--- config.mk ---
export PLATFORM = sky130hd
export DESIGN_NAME = joystick_axis_conditioner
export DESIGN_NICKNAME = d
export VERILOG_FILES = /design/src/jac_pkg.sv /design/src/joystick_axis_conditioner.sv /design/src/jac_ctrl.sv /design/src/jac_datapath.sv
export SDC_FILE = /design/constraint.sdc
export NUM_CORES = 1
export LEC_CHECK = 0
export BUFFER_PORTS_ARGS = -buffer_cell sky130_fd_sc_hd__buf_2
export CORE_ASPECT_RATIO = 1.75
export CORE_UTILIZATION = 30
export CTS_BUF_LIST = sky130_fd_sc_hd__clkbuf_4 sky130_fd_sc_hd__clkbuf_8
export DETAILED_ROUTE_END_ITERATION = 7
export SLEW_MARGIN = 20
export SYNTH_ARGS = -nofsm -noshare
export SYNTH_HDL_FRONTEND = slang
export SYNTH_SLANG_ARGS = --single-unit
export TNS_END_PERCENT = 20
--- constraint.sdc ---
create_clock -name clk_i -period 20.5 [get_ports clk_i]
set_clock_uncertainty 0.05 [all_clocks]
set_input_delay 3.075 -clock clk_i [delete_from_list [all_inputs] [get_ports clk_i]]
set_output_delay 3.075 -clock clk_i [all_outputs]
set_load 0.02 [all_outputs]
--- src/jac_pkg.sv ---
package jac_pkg;

  // fixed field widths
  localparam int ChanW   = 3;
  localparam int RegW    = 12;
  localparam int CfgIdxW = 4;
  localparam int QuoW    = 10;    // scaled value 0..1000
  localparam int Axes    = 4;

  // default parameter values
  localparam int NumChannelsDef  = 4;
  localparam int SampleBitsDef   = 12;
  localparam int FractionBitsDef = 16;

  // arithmetic constants
  localparam int FullScale = 1000;
  localparam int MidScale  = 500;
  localparam int Deadband  = 30;
  localparam int CoefNew   = 13107;  // 0.2 in q0.16, the old weight is 65536 minus this
  localparam int CoefW     = 15;     // signed width that holds CoefNew
  localparam int CoefShift = 16;

  typedef enum logic [1:0] {
    AxThrottle = 2'd0,
    AxYaw      = 2'd1,
    AxPitch    = 2'd2,
    AxRoll     = 2'd3
  } axis_e;

  typedef enum logic [CfgIdxW-1:0] {
    RegThrottleLow  = 4'd0,
    RegThrottleHigh = 4'd1,
    RegYawLow       = 4'd2,
    RegYawHigh      = 4'd3,
    RegPitchLow     = 4'd4,
    RegPitchHigh    = 4'd5,
    RegRollLow      = 4'd6,
    RegRollHigh     = 4'd7
  } cfg_reg_e;

  localparam logic [RegW-1:0] LimLoReset [Axes] = '{12'd50, 12'd0, 12'd105, 12'd130};
  localparam logic [RegW-1:0] LimHiReset [Axes] = '{12'd3200, 12'd3200, 12'd2980, 12'd3120};

  typedef struct packed {
    logic [ChanW-1:0] channel;
    logic [RegW-1:0]  raw_sample;
  } in_item_t;

  typedef struct packed {
    logic [QuoW-1:0] axis_value;
    logic            valid_res;
  } out_item_t;

  // controller to datapath
  typedef struct packed {
    logic load_in;
    logic prep;
    logic div_step;
    logic filt;
    logic mult;
    logic upd;
    logic load_out;
  } cmd_t;

  // datapath to controller
  typedef struct packed {
    logic invalid;
    logic out_free;
  } sts_t;

endpackage

--- src/joystick_axis_conditioner.sv ---
// channel | direction | handshake              | payload
// in      | input     | in_valid_i / in_stall_o  | in_item_i  (channel, raw_sample)
// out     | output    | out_valid_o / out_stall_i | out_item_o (axis_value, valid_res)
// cfg     | input     | cfg_we_i                | cfg_idx_i, cfg_data_i
//
// an item for a valid axis passes from accept to a loaded result through a prep
// step, ten steps of the radix-2 divider, the filter, multiply and update steps
// and the load; an item for an invalid axis goes from prep straight to the load
// the next item is taken in the cycle after the result is loaded, never earlier
// reset (async, low) sets the limits to their defaults and every filter to 500.0
// a stalled result holds in the output register; the next item is still accepted,
// and its result waits in the done state until the register frees up
module joystick_axis_conditioner
  import jac_pkg::*;
#(
  parameter int NUM_CHANNELS  = NumChannelsDef,
  parameter int SAMPLE_BITS   = SampleBitsDef,
  parameter int FRACTION_BITS = FractionBitsDef
) (
  input  logic               clk_i,
  input  logic               rst_ni,
  // input items
  input  logic               in_valid_i,
  output logic               in_stall_o,
  input  in_item_t           in_item_i,
  // result items
  output logic               out_valid_o,
  input  logic               out_stall_i,
  output out_item_t          out_item_o,
  // limit register writes
  input  logic               cfg_we_i,
  input  logic [CfgIdxW-1:0] cfg_idx_i,
  input  logic [RegW-1:0]    cfg_data_i
);

  cmd_t cmd;
  sts_t sts;

  // sequencer: accept, prep, divide, filter, hand off
  jac_ctrl u_ctrl (
    .clk_i      (clk_i),
    .rst_ni     (rst_ni),
    .in_valid_i (in_valid_i),
    .in_stall_o (in_stall_o),
    .sts_i      (sts),
    .cmd_o      (cmd)
  );

  // limits, divider, per-axis filter state and the output register
  jac_datapath #(
    .NUM_CHANNELS  (NUM_CHANNELS),
    .SAMPLE_BITS   (SAMPLE_BITS),
    .FRACTION_BITS (FRACTION_BITS)
  ) u_dp (
    .clk_i       (clk_i),
    .rst_ni      (rst_ni),
    .in_item_i   (in_item_i),
    .cfg_we_i    (cfg_we_i),
    .cfg_idx_i   (cfg_idx_i),
    .cfg_data_i  (cfg_data_i),
    .out_stall_i (out_stall_i),
    .cmd_i       (cmd),
    .sts_o       (sts),
    .out_valid_o (out_valid_o),
    .out_item_o  (out_item_o)
  );

endmodule

--- src/jac_ctrl.sv ---
module jac_ctrl
  import jac_pkg::*;
(
  input  logic clk_i,
  input  logic rst_ni,
  input  logic in_valid_i,
  output logic in_stall_o,
  input  sts_t sts_i,
  output cmd_t cmd_o
);

  typedef enum logic [2:0] {
    StIdle,
    StPrep,
    StDiv,
    StFilt,
    StMult,
    StUpd,
    StDone
  } state_e;

  localparam int CntW = $clog2(QuoW);

  state_e state_q, state_d;
  logic [CntW-1:0] cnt_q, cnt_d;

  always_comb begin
    state_d = state_q;
    cnt_d   = cnt_q;
    cmd_o   = '0;
    case (state_q)
      StIdle: begin
        cmd_o.load_in = in_valid_i;
        if (in_valid_i) state_d = StPrep;
      end
      StPrep: begin
        cmd_o.prep = 1'b1;
        cnt_d      = '0;
        state_d    = sts_i.invalid ? StDone : StDiv;
      end
      StDiv: begin
        cmd_o.div_step = 1'b1;
        cnt_d          = cnt_q + CntW'(1);
        if (cnt_q == CntW'(QuoW - 1)) state_d = StFilt;
      end
      StFilt: begin
        cmd_o.filt = 1'b1;
        state_d    = StMult;
      end
      StMult: begin
        cmd_o.mult = 1'b1;
        state_d    = StUpd;
      end
      StUpd: begin
        cmd_o.upd = 1'b1;
        state_d   = StDone;
      end
      StDone: begin
        cmd_o.load_out = sts_i.out_free;
        if (sts_i.out_free) state_d = StIdle;
      end
      default: state_d = StIdle;
    endcase
  end

  always_ff @(posedge clk_i or negedge rst_ni) begin
    if (!rst_ni) begin
      state_q <= StIdle;
      cnt_q   <= '0;
    end else begin
      state_q <= state_d;
      cnt_q   <= cnt_d;
    end
  end

  assign in_stall_o = (state_q != StIdle);

endmodule

--- src/jac_datapath.sv ---
module jac_datapath
  import jac_pkg::*;
#(
  parameter int NUM_CHANNELS  = NumChannelsDef,
  parameter int SAMPLE_BITS   = SampleBitsDef,
  parameter int FRACTION_BITS = FractionBitsDef
) (
  input  logic               clk_i,
  input  logic               rst_ni,
  input  in_item_t           in_item_i,
  input  logic               cfg_we_i,
  input  logic [CfgIdxW-1:0] cfg_idx_i,
  input  logic [RegW-1:0]    cfg_data_i,
  input  logic               out_stall_i,
  input  cmd_t               cmd_i,
  output sts_t               sts_o,
  output logic               out_valid_o,
  output out_item_t          out_item_o
);

  localparam int LimW    = SAMPLE_BITS;
  localparam int ExtW    = (LimW > RegW) ? LimW : RegW;
  localparam int NumW    = LimW + QuoW;
  localparam int SW      = QuoW + FRACTION_BITS;
  localparam int DW      = SW + 1;
  localparam int PW      = DW + CoefW;
  localparam int NumAxes = (NUM_CHANNELS < Axes) ? NUM_CHANNELS : Axes;
  localparam int IdxW    = (NumAxes > 1) ? $clog2(NumAxes) : 1;

  localparam logic [ChanW:0]       NumAxesC = (ChanW + 1)'(NumAxes);
  localparam logic [SW-1:0]        MidQ     = {QuoW'(MidScale), {FRACTION_BITS{1'b0}}};
  localparam logic [SW:0]          Half     = (SW + 1)'(1) << (FRACTION_BITS - 1);
  localparam logic [QuoW-1:0]      DzLo     = QuoW'(MidScale - Deadband);
  localparam logic [QuoW-1:0]      DzHi     = QuoW'(MidScale + Deadband);
  localparam logic signed [CoefW-1:0] CoefNewS = CoefW'(CoefNew);

  function automatic logic [LimW-1:0] fit(input logic [RegW-1:0] v);
    logic [ExtW-1:0] e;
    e = ExtW'(v);
    return e[LimW-1:0];
  endfunction

  // limit registers
  logic [LimW-1:0] lim_lo_q [Axes];
  logic [LimW-1:0] lim_hi_q [Axes];

  always_ff @(posedge clk_i or negedge rst_ni) begin
    if (!rst_ni) begin
      for (int i = 0; i < Axes; i++) begin
        lim_lo_q[i] <= fit(LimLoReset[i]);
        lim_hi_q[i] <= fit(LimHiReset[i]);
      end
    end else if (cfg_we_i) begin
      case (cfg_reg_e'(cfg_idx_i))
        RegThrottleLow:  lim_lo_q[AxThrottle] <= fit(cfg_data_i);
        RegThrottleHigh: lim_hi_q[AxThrottle] <= fit(cfg_data_i);
        RegYawLow:       lim_lo_q[AxYaw]      <= fit(cfg_data_i);
        RegYawHigh:      lim_hi_q[AxYaw]      <= fit(cfg_data_i);
        RegPitchLow:     lim_lo_q[AxPitch]    <= fit(cfg_data_i);
        RegPitchHigh:    lim_hi_q[AxPitch]    <= fit(cfg_data_i);
        RegRollLow:      lim_lo_q[AxRoll]     <= fit(cfg_data_i);
        RegRollHigh:     lim_hi_q[AxRoll]     <= fit(cfg_data_i);
        default: ;
      endcase
    end
  end

  // item registers
  logic [ChanW-1:0] ch_q;
  logic [LimW-1:0]  raw_q;
  logic [LimW-1:0]  den_q;
  logic [LimW-1:0]  rem_q;
  logic [QuoW-1:0]  quo_q;
  logic             bad_q;
  logic signed [DW-1:0] delta_q;
  logic signed [PW-1:0] prod_q;
  logic [SW-1:0]    res_q;

  logic [SW-1:0] sm_q [NumAxes];

  logic            valid_ch;
  logic [1:0]      ax;
  logic [IdxW-1:0] idx;
  logic [LimW-1:0] lo, hi, clamped, diff;
  logic [NumW-1:0] num;
  logic [LimW:0]   trial;
  logic            ge;
  logic [QuoW-1:0] scaled, dz;
  logic [SW-1:0]   old;
  logic signed [PW-1:0] step, sum;
  logic [SW:0]     rnd;

  assign valid_ch = ({1'b0, ch_q} < NumAxesC);
  assign ax       = ch_q[1:0];
  assign idx      = ch_q[IdxW-1:0];
  assign lo       = lim_lo_q[ax];
  assign hi       = lim_hi_q[ax];
  assign old      = sm_q[idx];

  // clamp and scale the numerator
  always_comb begin
    if (raw_q < lo) clamped = lo;
    else if (raw_q > hi) clamped = hi;
    else clamped = raw_q;
    diff = clamped - lo;
    num  = NumW'(diff) * NumW'(FullScale);
  end

  // one restoring division step, quotient bits shift in from the right
  assign trial = {rem_q, quo_q[QuoW-1]};
  assign ge    = (trial >= {1'b0, den_q});

  // deadband around center
  assign scaled = bad_q ? '0 : quo_q;
  assign dz     = ((scaled > DzLo) && (scaled < DzHi)) ? QuoW'(MidScale) : scaled;

  // new = old + floor(0.2 * (x - old))
  assign step = prod_q >>> CoefShift;
  assign sum  = PW'($signed({1'b0, old})) + step;
  assign rnd  = {1'b0, res_q} + Half;

  always_ff @(posedge clk_i) begin
    if (cmd_i.load_in) begin
      ch_q  <= in_item_i.channel;
      raw_q <= fit(in_item_i.raw_sample);
    end
    if (cmd_i.prep) begin
      den_q <= hi - lo;
      bad_q <= (hi <= lo);
      rem_q <= num[NumW-1:QuoW];
      quo_q <= num[QuoW-1:0];
    end
    if (cmd_i.div_step) begin
      rem_q <= ge ? LimW'(trial - {1'b0, den_q}) : trial[LimW-1:0];
      quo_q <= {quo_q[QuoW-2:0], ge};
    end
    if (cmd_i.filt) begin
      delta_q <= $signed({1'b0, dz, {FRACTION_BITS{1'b0}}}) - $signed({1'b0, old});
    end
    if (cmd_i.mult) begin
      prod_q <= PW'(delta_q) * PW'(CoefNewS);
    end
    if (cmd_i.upd) begin
      res_q <= sum[SW-1:0];
    end
  end

  // filter state
  always_ff @(posedge clk_i or negedge rst_ni) begin
    if (!rst_ni) begin
      for (int i = 0; i < NumAxes; i++) sm_q[i] <= MidQ;
    end else if (cmd_i.upd) begin
      sm_q[idx] <= sum[SW-1:0];
    end
  end

  // output register
  logic      out_valid_q;
  out_item_t out_q;

  always_ff @(posedge clk_i or negedge rst_ni) begin
    if (!rst_ni) begin
      out_valid_q <= 1'b0;
    end else if (cmd_i.load_out) begin
      out_valid_q <= 1'b1;
    end else if (!out_stall_i) begin
      out_valid_q <= 1'b0;
    end
  end

  always_ff @(posedge clk_i) begin
    if (cmd_i.load_out) begin
      out_q.axis_value <= valid_ch ? rnd[FRACTION_BITS +: QuoW] : '0;
      out_q.valid_res  <= valid_ch;
    end
  end

  assign sts_o.invalid  = !valid_ch;
  assign sts_o.out_free = !out_valid_q || !out_stall_i;
  assign out_valid_o    = out_valid_q;
  assign out_item_o     = out_q;

endmodule

* Word level (Yosys, flattened, before mapping)
Cells that the tools add are included.
Word-level totals: flip-flop bits (word level) 364, bits in latches 0, memory bits (writable) 0, bits in read-only memories 0, input bits 36, logic and storage cells 118, memories 0
Cells by class: add/subtract/negate cells 7, multipliers 2, divide/modulo/power cells 0, order comparisons 9, equal/unequal tests 18, shift operators 0, muxes and demuxes 36, bitwise gates (word level) 1, reduce and logical (&&, ||, !) cells 19
Operators with widths (count):
- $mux 12 | 9
- $bwmux 104 | 1
- $mux 26 | 3
- $bmux 26 s2 | 1
- $demux 26 s2 | 1
- $bmux 12 s2 | 2
- $mul 27x15->42 const B | 1
- $mux 10 | 4
- $sub 12x12->12 | 3
- $sub 26x26->27 | 1
- $add 26x16->26 const B | 1
- $add 26x26->26 | 1
- $pmux 3 s7 | 1
- $mul 12x7->19 const B | 1
- $eq 4x3->1 const B | 4
- $reduce_and 2->1 | 8
- $ge 13x12->1 | 1
- $gt 12x12->1 | 1
- $le 12x12->1 | 1
- $lt 12x12->1 | 1
- $mux 3 | 4
- $gt 10x9->1 const B | 1
- $lt 10x10->1 const B | 1
- $eq 3x3->1 const B | 3
- 22 further kinds | 37

* Longest topological paths before layout
word-level depth 11, gate-level depth with buffers 43

* Cells and area by module
Synthesis repeated with hierarchy kept, for this count alone.
Unflattened totals: cells, all modules 2408, area, all modules 26181.4 um^2
By module, submodules not included:
- jac_datapath | times used 1, cells an instance 2355, area an instance 25724.7 um^2, seq. area each 8844.7 um^2
- jac_ctrl | times used 1, cells an instance 53, area an instance 456.7 um^2, seq. area each 175.2 um^2

* Worst setup path before layout
No wires, ideal clock.
path kind register to register, start reg u_dp.ch_q[0], end reg u_dp.rem_q[10], data pin, setup time 268 ps, arrival time 9510 ps, required time 20182 ps, setup slack 10673 ps, cell stages (with the launch flop) 41, clock period less this slack 9827 ps, cell sequence edfxtp_1 -> buf_4 -> buf_6 -> buf_2 -> buf_2 -> buf_1 -> mux2_2 -> o21ai_0 -> ha_1 -> a21o_1 -> a21o_1 -> a21o_1 -> a21oi_1 -> o31ai_1 -> a31oi_1 -> clkbuf_1 -> nor2_1 -> a21oi_1 -> (+5 left out) -> o21bai_1 -> a21oi_1 -> o21ai_0 -> a21o_1 -> a21oi_1 -> xor2_1 -> fa_1 -> fa_1 -> inv_1 -> fa_1 -> ha_1 -> ha_1 -> or3_1 -> o21ai_0 -> a21oi_1 -> a31oi_1 -> xor2_1 -> mux2i_1
On the way: longest elaborated chain between the ends 11, elaborated cells on any way between the ends 15
Ends and longest elaborated chain:
- start, declared | RTL line jac_datapath.sv:69 | logic [ChanW-1:0] ch_q;
- start signal, assigned | RTL line jac_datapath.sv:124 | ch_q <= in_item_i.channel;
- $not 2->3 (implied by the code) * | RTL line jac_datapath.sv:96, jac_datapath.sv:97
- $bmux 12 s2 | RTL line jac_datapath.sv:97 | assign hi = lim_hi_q[ax];
- $mux 12 (implied by the code) (2 in a row) | RTL line jac_datapath.sv:97
- $gt 12x12->1 | RTL line jac_datapath.sv:103 | else if (raw_q > hi) clamped = hi;
- $mux 12 | RTL line jac_datapath.sv:103
- $mux 12 | RTL line jac_datapath.sv:102 | if (raw_q < lo) clamped = lo;
- $sub 12x12->12 * | RTL line jac_datapath.sv:105 | diff = clamped - lo;
- $mul 12x7->19 * | RTL line jac_datapath.sv:106 | num = NumW'(diff) * NumW'(FullScale);
- $mux 12 * | RTL line jac_datapath.sv:127 | if (cmd_i.prep) begin
- $mux 12 * | RTL line jac_datapath.sv:133 | if (cmd_i.div_step) begin
- end signal, assigned | RTL line jac_datapath.sv:130 | rem_q <= num[NumW-1:QuoW];
- end signal, assigned | RTL line jac_datapath.sv:134 | rem_q <= ge ? LimW'(trial - {1'b0, den_q}) : trial[LimW-1:0];
- end, declared | RTL line jac_datapath.sv:72 | logic [LimW-1:0] rem_q;
Mark *: on every way between the ends. The rest lies on a longest branch, timed or not. The select of a mux whose other input is x is not followed. A chain may end at the register's enable or synchronous reset.

* Worst setup path in the final report
start reg u_dp.ch_q[0], end reg u_dp.rem_q[9], data pin
Same word-level chain as after synthesis.

==> run_results.csv <==
group,metric,value,unit
global_route,grt_pass1_wl,104,mm
synth,synth_seq_cells,333,
flow_run,maxCapViolations,0,
sta,final_max_slew_viol_count,0,
placed_design,gp_congestion,0.867,
floorplan,die-width,225,um
sta,final.hold.worst_slack,0.428,ns
synth,number_of_synthesized_flops_with_an_enable_pin,125,
sta,finalCriticalPeriod,10.76,ns
clock_tree,post_cts_hold_buffer_count,0,
global_route,grt_max_degree,107,
drt,detail-route-antenna-nets,0,
global_route,antenna_found_initial,5,
setup_path,largest_stage_delay_worst_path,0.79,ns
final_layout,layout_commonest_cell,"inv_1",
sta,max_slew.worst_pin.slew,1.02,ns
clock_tree,post-cts-setup-buffers,0,
hold_path,timing.hold.worst.class,"reg2reg",
clock_tree,h_tree_levels,2,
clock_tree,post_cts_resized,0,
clock_tree,numCtsBuffers,44,
synth,synthesis.area,0.0262,mm2
setup_path,cpLargestDelayFamily,"compound AO/OA/AOI/OAI gates",
placed_design,post-dp-hpwl,51.8,mm
drt,drtPass1Iterations,5,
synth,synth.yosys.seq_area_share,34.5,%
drt,avgRoutedWirePerCell,18.0,um
synth,synth.distinct_cells,64,
final_layout,syn_to_final_growth,10.3,%
synth,synth-async-reset-ratio,62.5,%
sta,fin_tns_setup,0,ns
setup_path,path_class,"reg2reg",
final_layout,final_cell_mix,"303 x inv_1, 259 x ha_1, 183 x mux2_2, 183 x fa_1, 159 x dfrtp_1",
floorplan,design.portCount,49,
setup_path,worst_path_most_repeated_cell,"a21oi_1",
floorplan,initial_core_util,30.4,%
setup_path,crit_arrival,11.04,ns
setup_path,critPathRequiredTime,20.78,ns
global_route,first_global_vias,18700,
floorplan,placement_rows,142,
final_layout,nets,2865,
run_status,status,"completed",
clock_tree,numClockSinks,333,
floorplan,die_h,393,um
final_layout,final_layout_size_suffix_gt1_share,18.0,%
final_layout,filler_instances,8719,
setup_path,startpoint_type,"flop",
floorplan,fp.coreArea,0.0860,mm2
drt,first_iter_violations,725,
sta,period_share,52.5,%
setup_path,critical_path.slowest_cell,"a31oi_2",
setup_path,crit_fanout,44,
setup_path,timing.critical_path.buf_inv,4,
global_route,globalRouteOverflowTotal,0,
synth,postSynthNetCount,2808,
synth,yosysWarnings,0,
setup_path,critical_path.endpoint_type,"flop",
placed_design,portBuffers,48,
sta,rsz0062_at_grt,"no",
global_route,grt_util_all_layers,15.2,%
clock_tree,tritoncts,"built",
synth,post-synth-top-area-cell,"dfrtp_1",
clock_tree,cts_root_buf,"clkbuf_8",
drt,route.detailed.drc,0,
synth,postSynth.topFlopCell,"dfrtp_1",
sta,final-hold-violation-count,0,
clock_tree,clk_transition_reported_paths,0.08,ns
synth,syn_avg_cell_area,11.2,um2
floorplan,die_area,0.0884,mm2
clock_tree,clock_insertion_delay_worst_skew,0.65,ns
drt,routed-via-count,17200,
synth,synthDominantCellAreaShare,15.2,%
synth,postSynthCellCount,2330,
drt,drt_wl_total,64.5,mm
synth,synthTopCellsByArea,"dfrtp_1 15%, edfxtp_1 14%, fa_1 14%",
final_layout,layout_utilization,33.5,%
clock_tree,cts-root-to-sink-buffers,3,
sta,fmaxAchievable,0.0929,GHz
drt,post_drt_via_cell_ratio,4.82,
sta,setup-violations-final,0,
sta,relSlewSlack,31.9,%
==> sequential cells by signal, summed over array words and instances (netlist names) <==
signal,count
u_dp.prod_q,26
u_ctrl.state_q,3
u_dp.den_q,12
u_dp.quo_q,10
u_dp.delta_q,27
u_dp.lim_lo_q,48
u_dp.sm_q,104
u_dp.raw_q,12
u_ctrl.cnt_q,4
u_dp.bad_q,1
u_dp.out_item_o,11
u_dp.rem_q,12
u_dp.out_valid_o,1
u_dp.ch_q,3
u_dp.lim_hi_q,48
u_dp.res_q,11
==> metrics by stage <==
stage	area, um2	cells	setup WS [ns]
3_5_place_dp	27800	3493	9.58
2_1_floorplan	26200	2330	10.67
4_1_cts	28800	3575	9.53
6_report	28800	3576	9.74
5_1_grt	28800	3576	8.75
3_3_place_gp	27800	3493	9.62
==> path summary, 6_finish.rpt <==
path	end	from	slack, ns	cells past startpoint
setup / recovery	u_dp.rem_q[9]	u_dp.ch_q[0]	9.74	37
hold / removal	u_dp.sm_q[53]	u_dp.sm_q[53]	0.43	2
setup reg to reg	u_dp.rem_q[9]	u_dp.ch_q[0]	9.74	37
hold reg to reg	u_dp.sm_q[53]	u_dp.sm_q[53]	0.43	2
max in group asynchronous	u_dp.sm_q[64]	rst_ni	15.95	3
min in group asynchronous	u_dp.lim_hi_q[41]	rst_ni	2.47	1
==> final cells by class <==
cell class	count	area, um2	share of cell area (%)
multi-input combinational	1637	15800	54.8
sequential	333	9020	31.3
timing repair buffer	67	392	1.36
tap	1152	1440	5.00
antenna	1	2.50	0.00868
clock inverter	20	268	0.928
inverter	304	1140	3.96
clock buffer	62	772	2.68
==> kinds of logic after synthesis <==
family / share of synthesized area [%]
adder cells (fa/ha/maj): 26.4
AND/OR/NAND/NOR: 7.61
AO/OA/AOI/OAI: 8.75
buffers and inverters: 5.23
flip-flops: 34.5
multiplexers: 12.6
XOR/XNOR: 4.89
==> worst min-delay path, delay by kind of cell (launching register included) <==
family / cells / cell delay [ns]
AOI/OAI and AO/OA: 1 / 0.06
DFF: 1 / 0.34
and+or+nand+nor: 1 / 0.04
==> per-layer routing <==
metal	GRT usage [%]	part of all wire, %
met5	0	0
met4	6.75	4.3
met3	1.26	1.9
met2	29.9	56
met1	16.0	38
==> cell usage after synthesis, types with 5 or more instances <==
cell      instances
nand2b_1         17
dfstp_2          49
nor3_1           34
ha_1            259
nand3_1          28
mux4_2           40
a21o_1           59
dfrtp_1         159
fa_1            183
or2_2             6
nand4_1          25
or3_1            16
nand2_1         140
o211ai_1          6
o21bai_1         11
mux2_2          183
and3_1           14
and2_1            8
clkbuf_1         38
xnor2_1          95
a21boi_0          7
o21a_1           11
nor2b_1          21
a211oi_1         19
inv_1           303
nor2_1           85
o21ai_0          86
buf_1            12
xor2_1           51
mux2i_1          33
edfxtp_1        125
nand3b_1          5
nor4_1            6
a21oi_1         133
a31oi_1          12
Power is left out: the tool's default activity adds up to more than one toggle a clock period on the data nets, which glitch-free logic cannot reach.
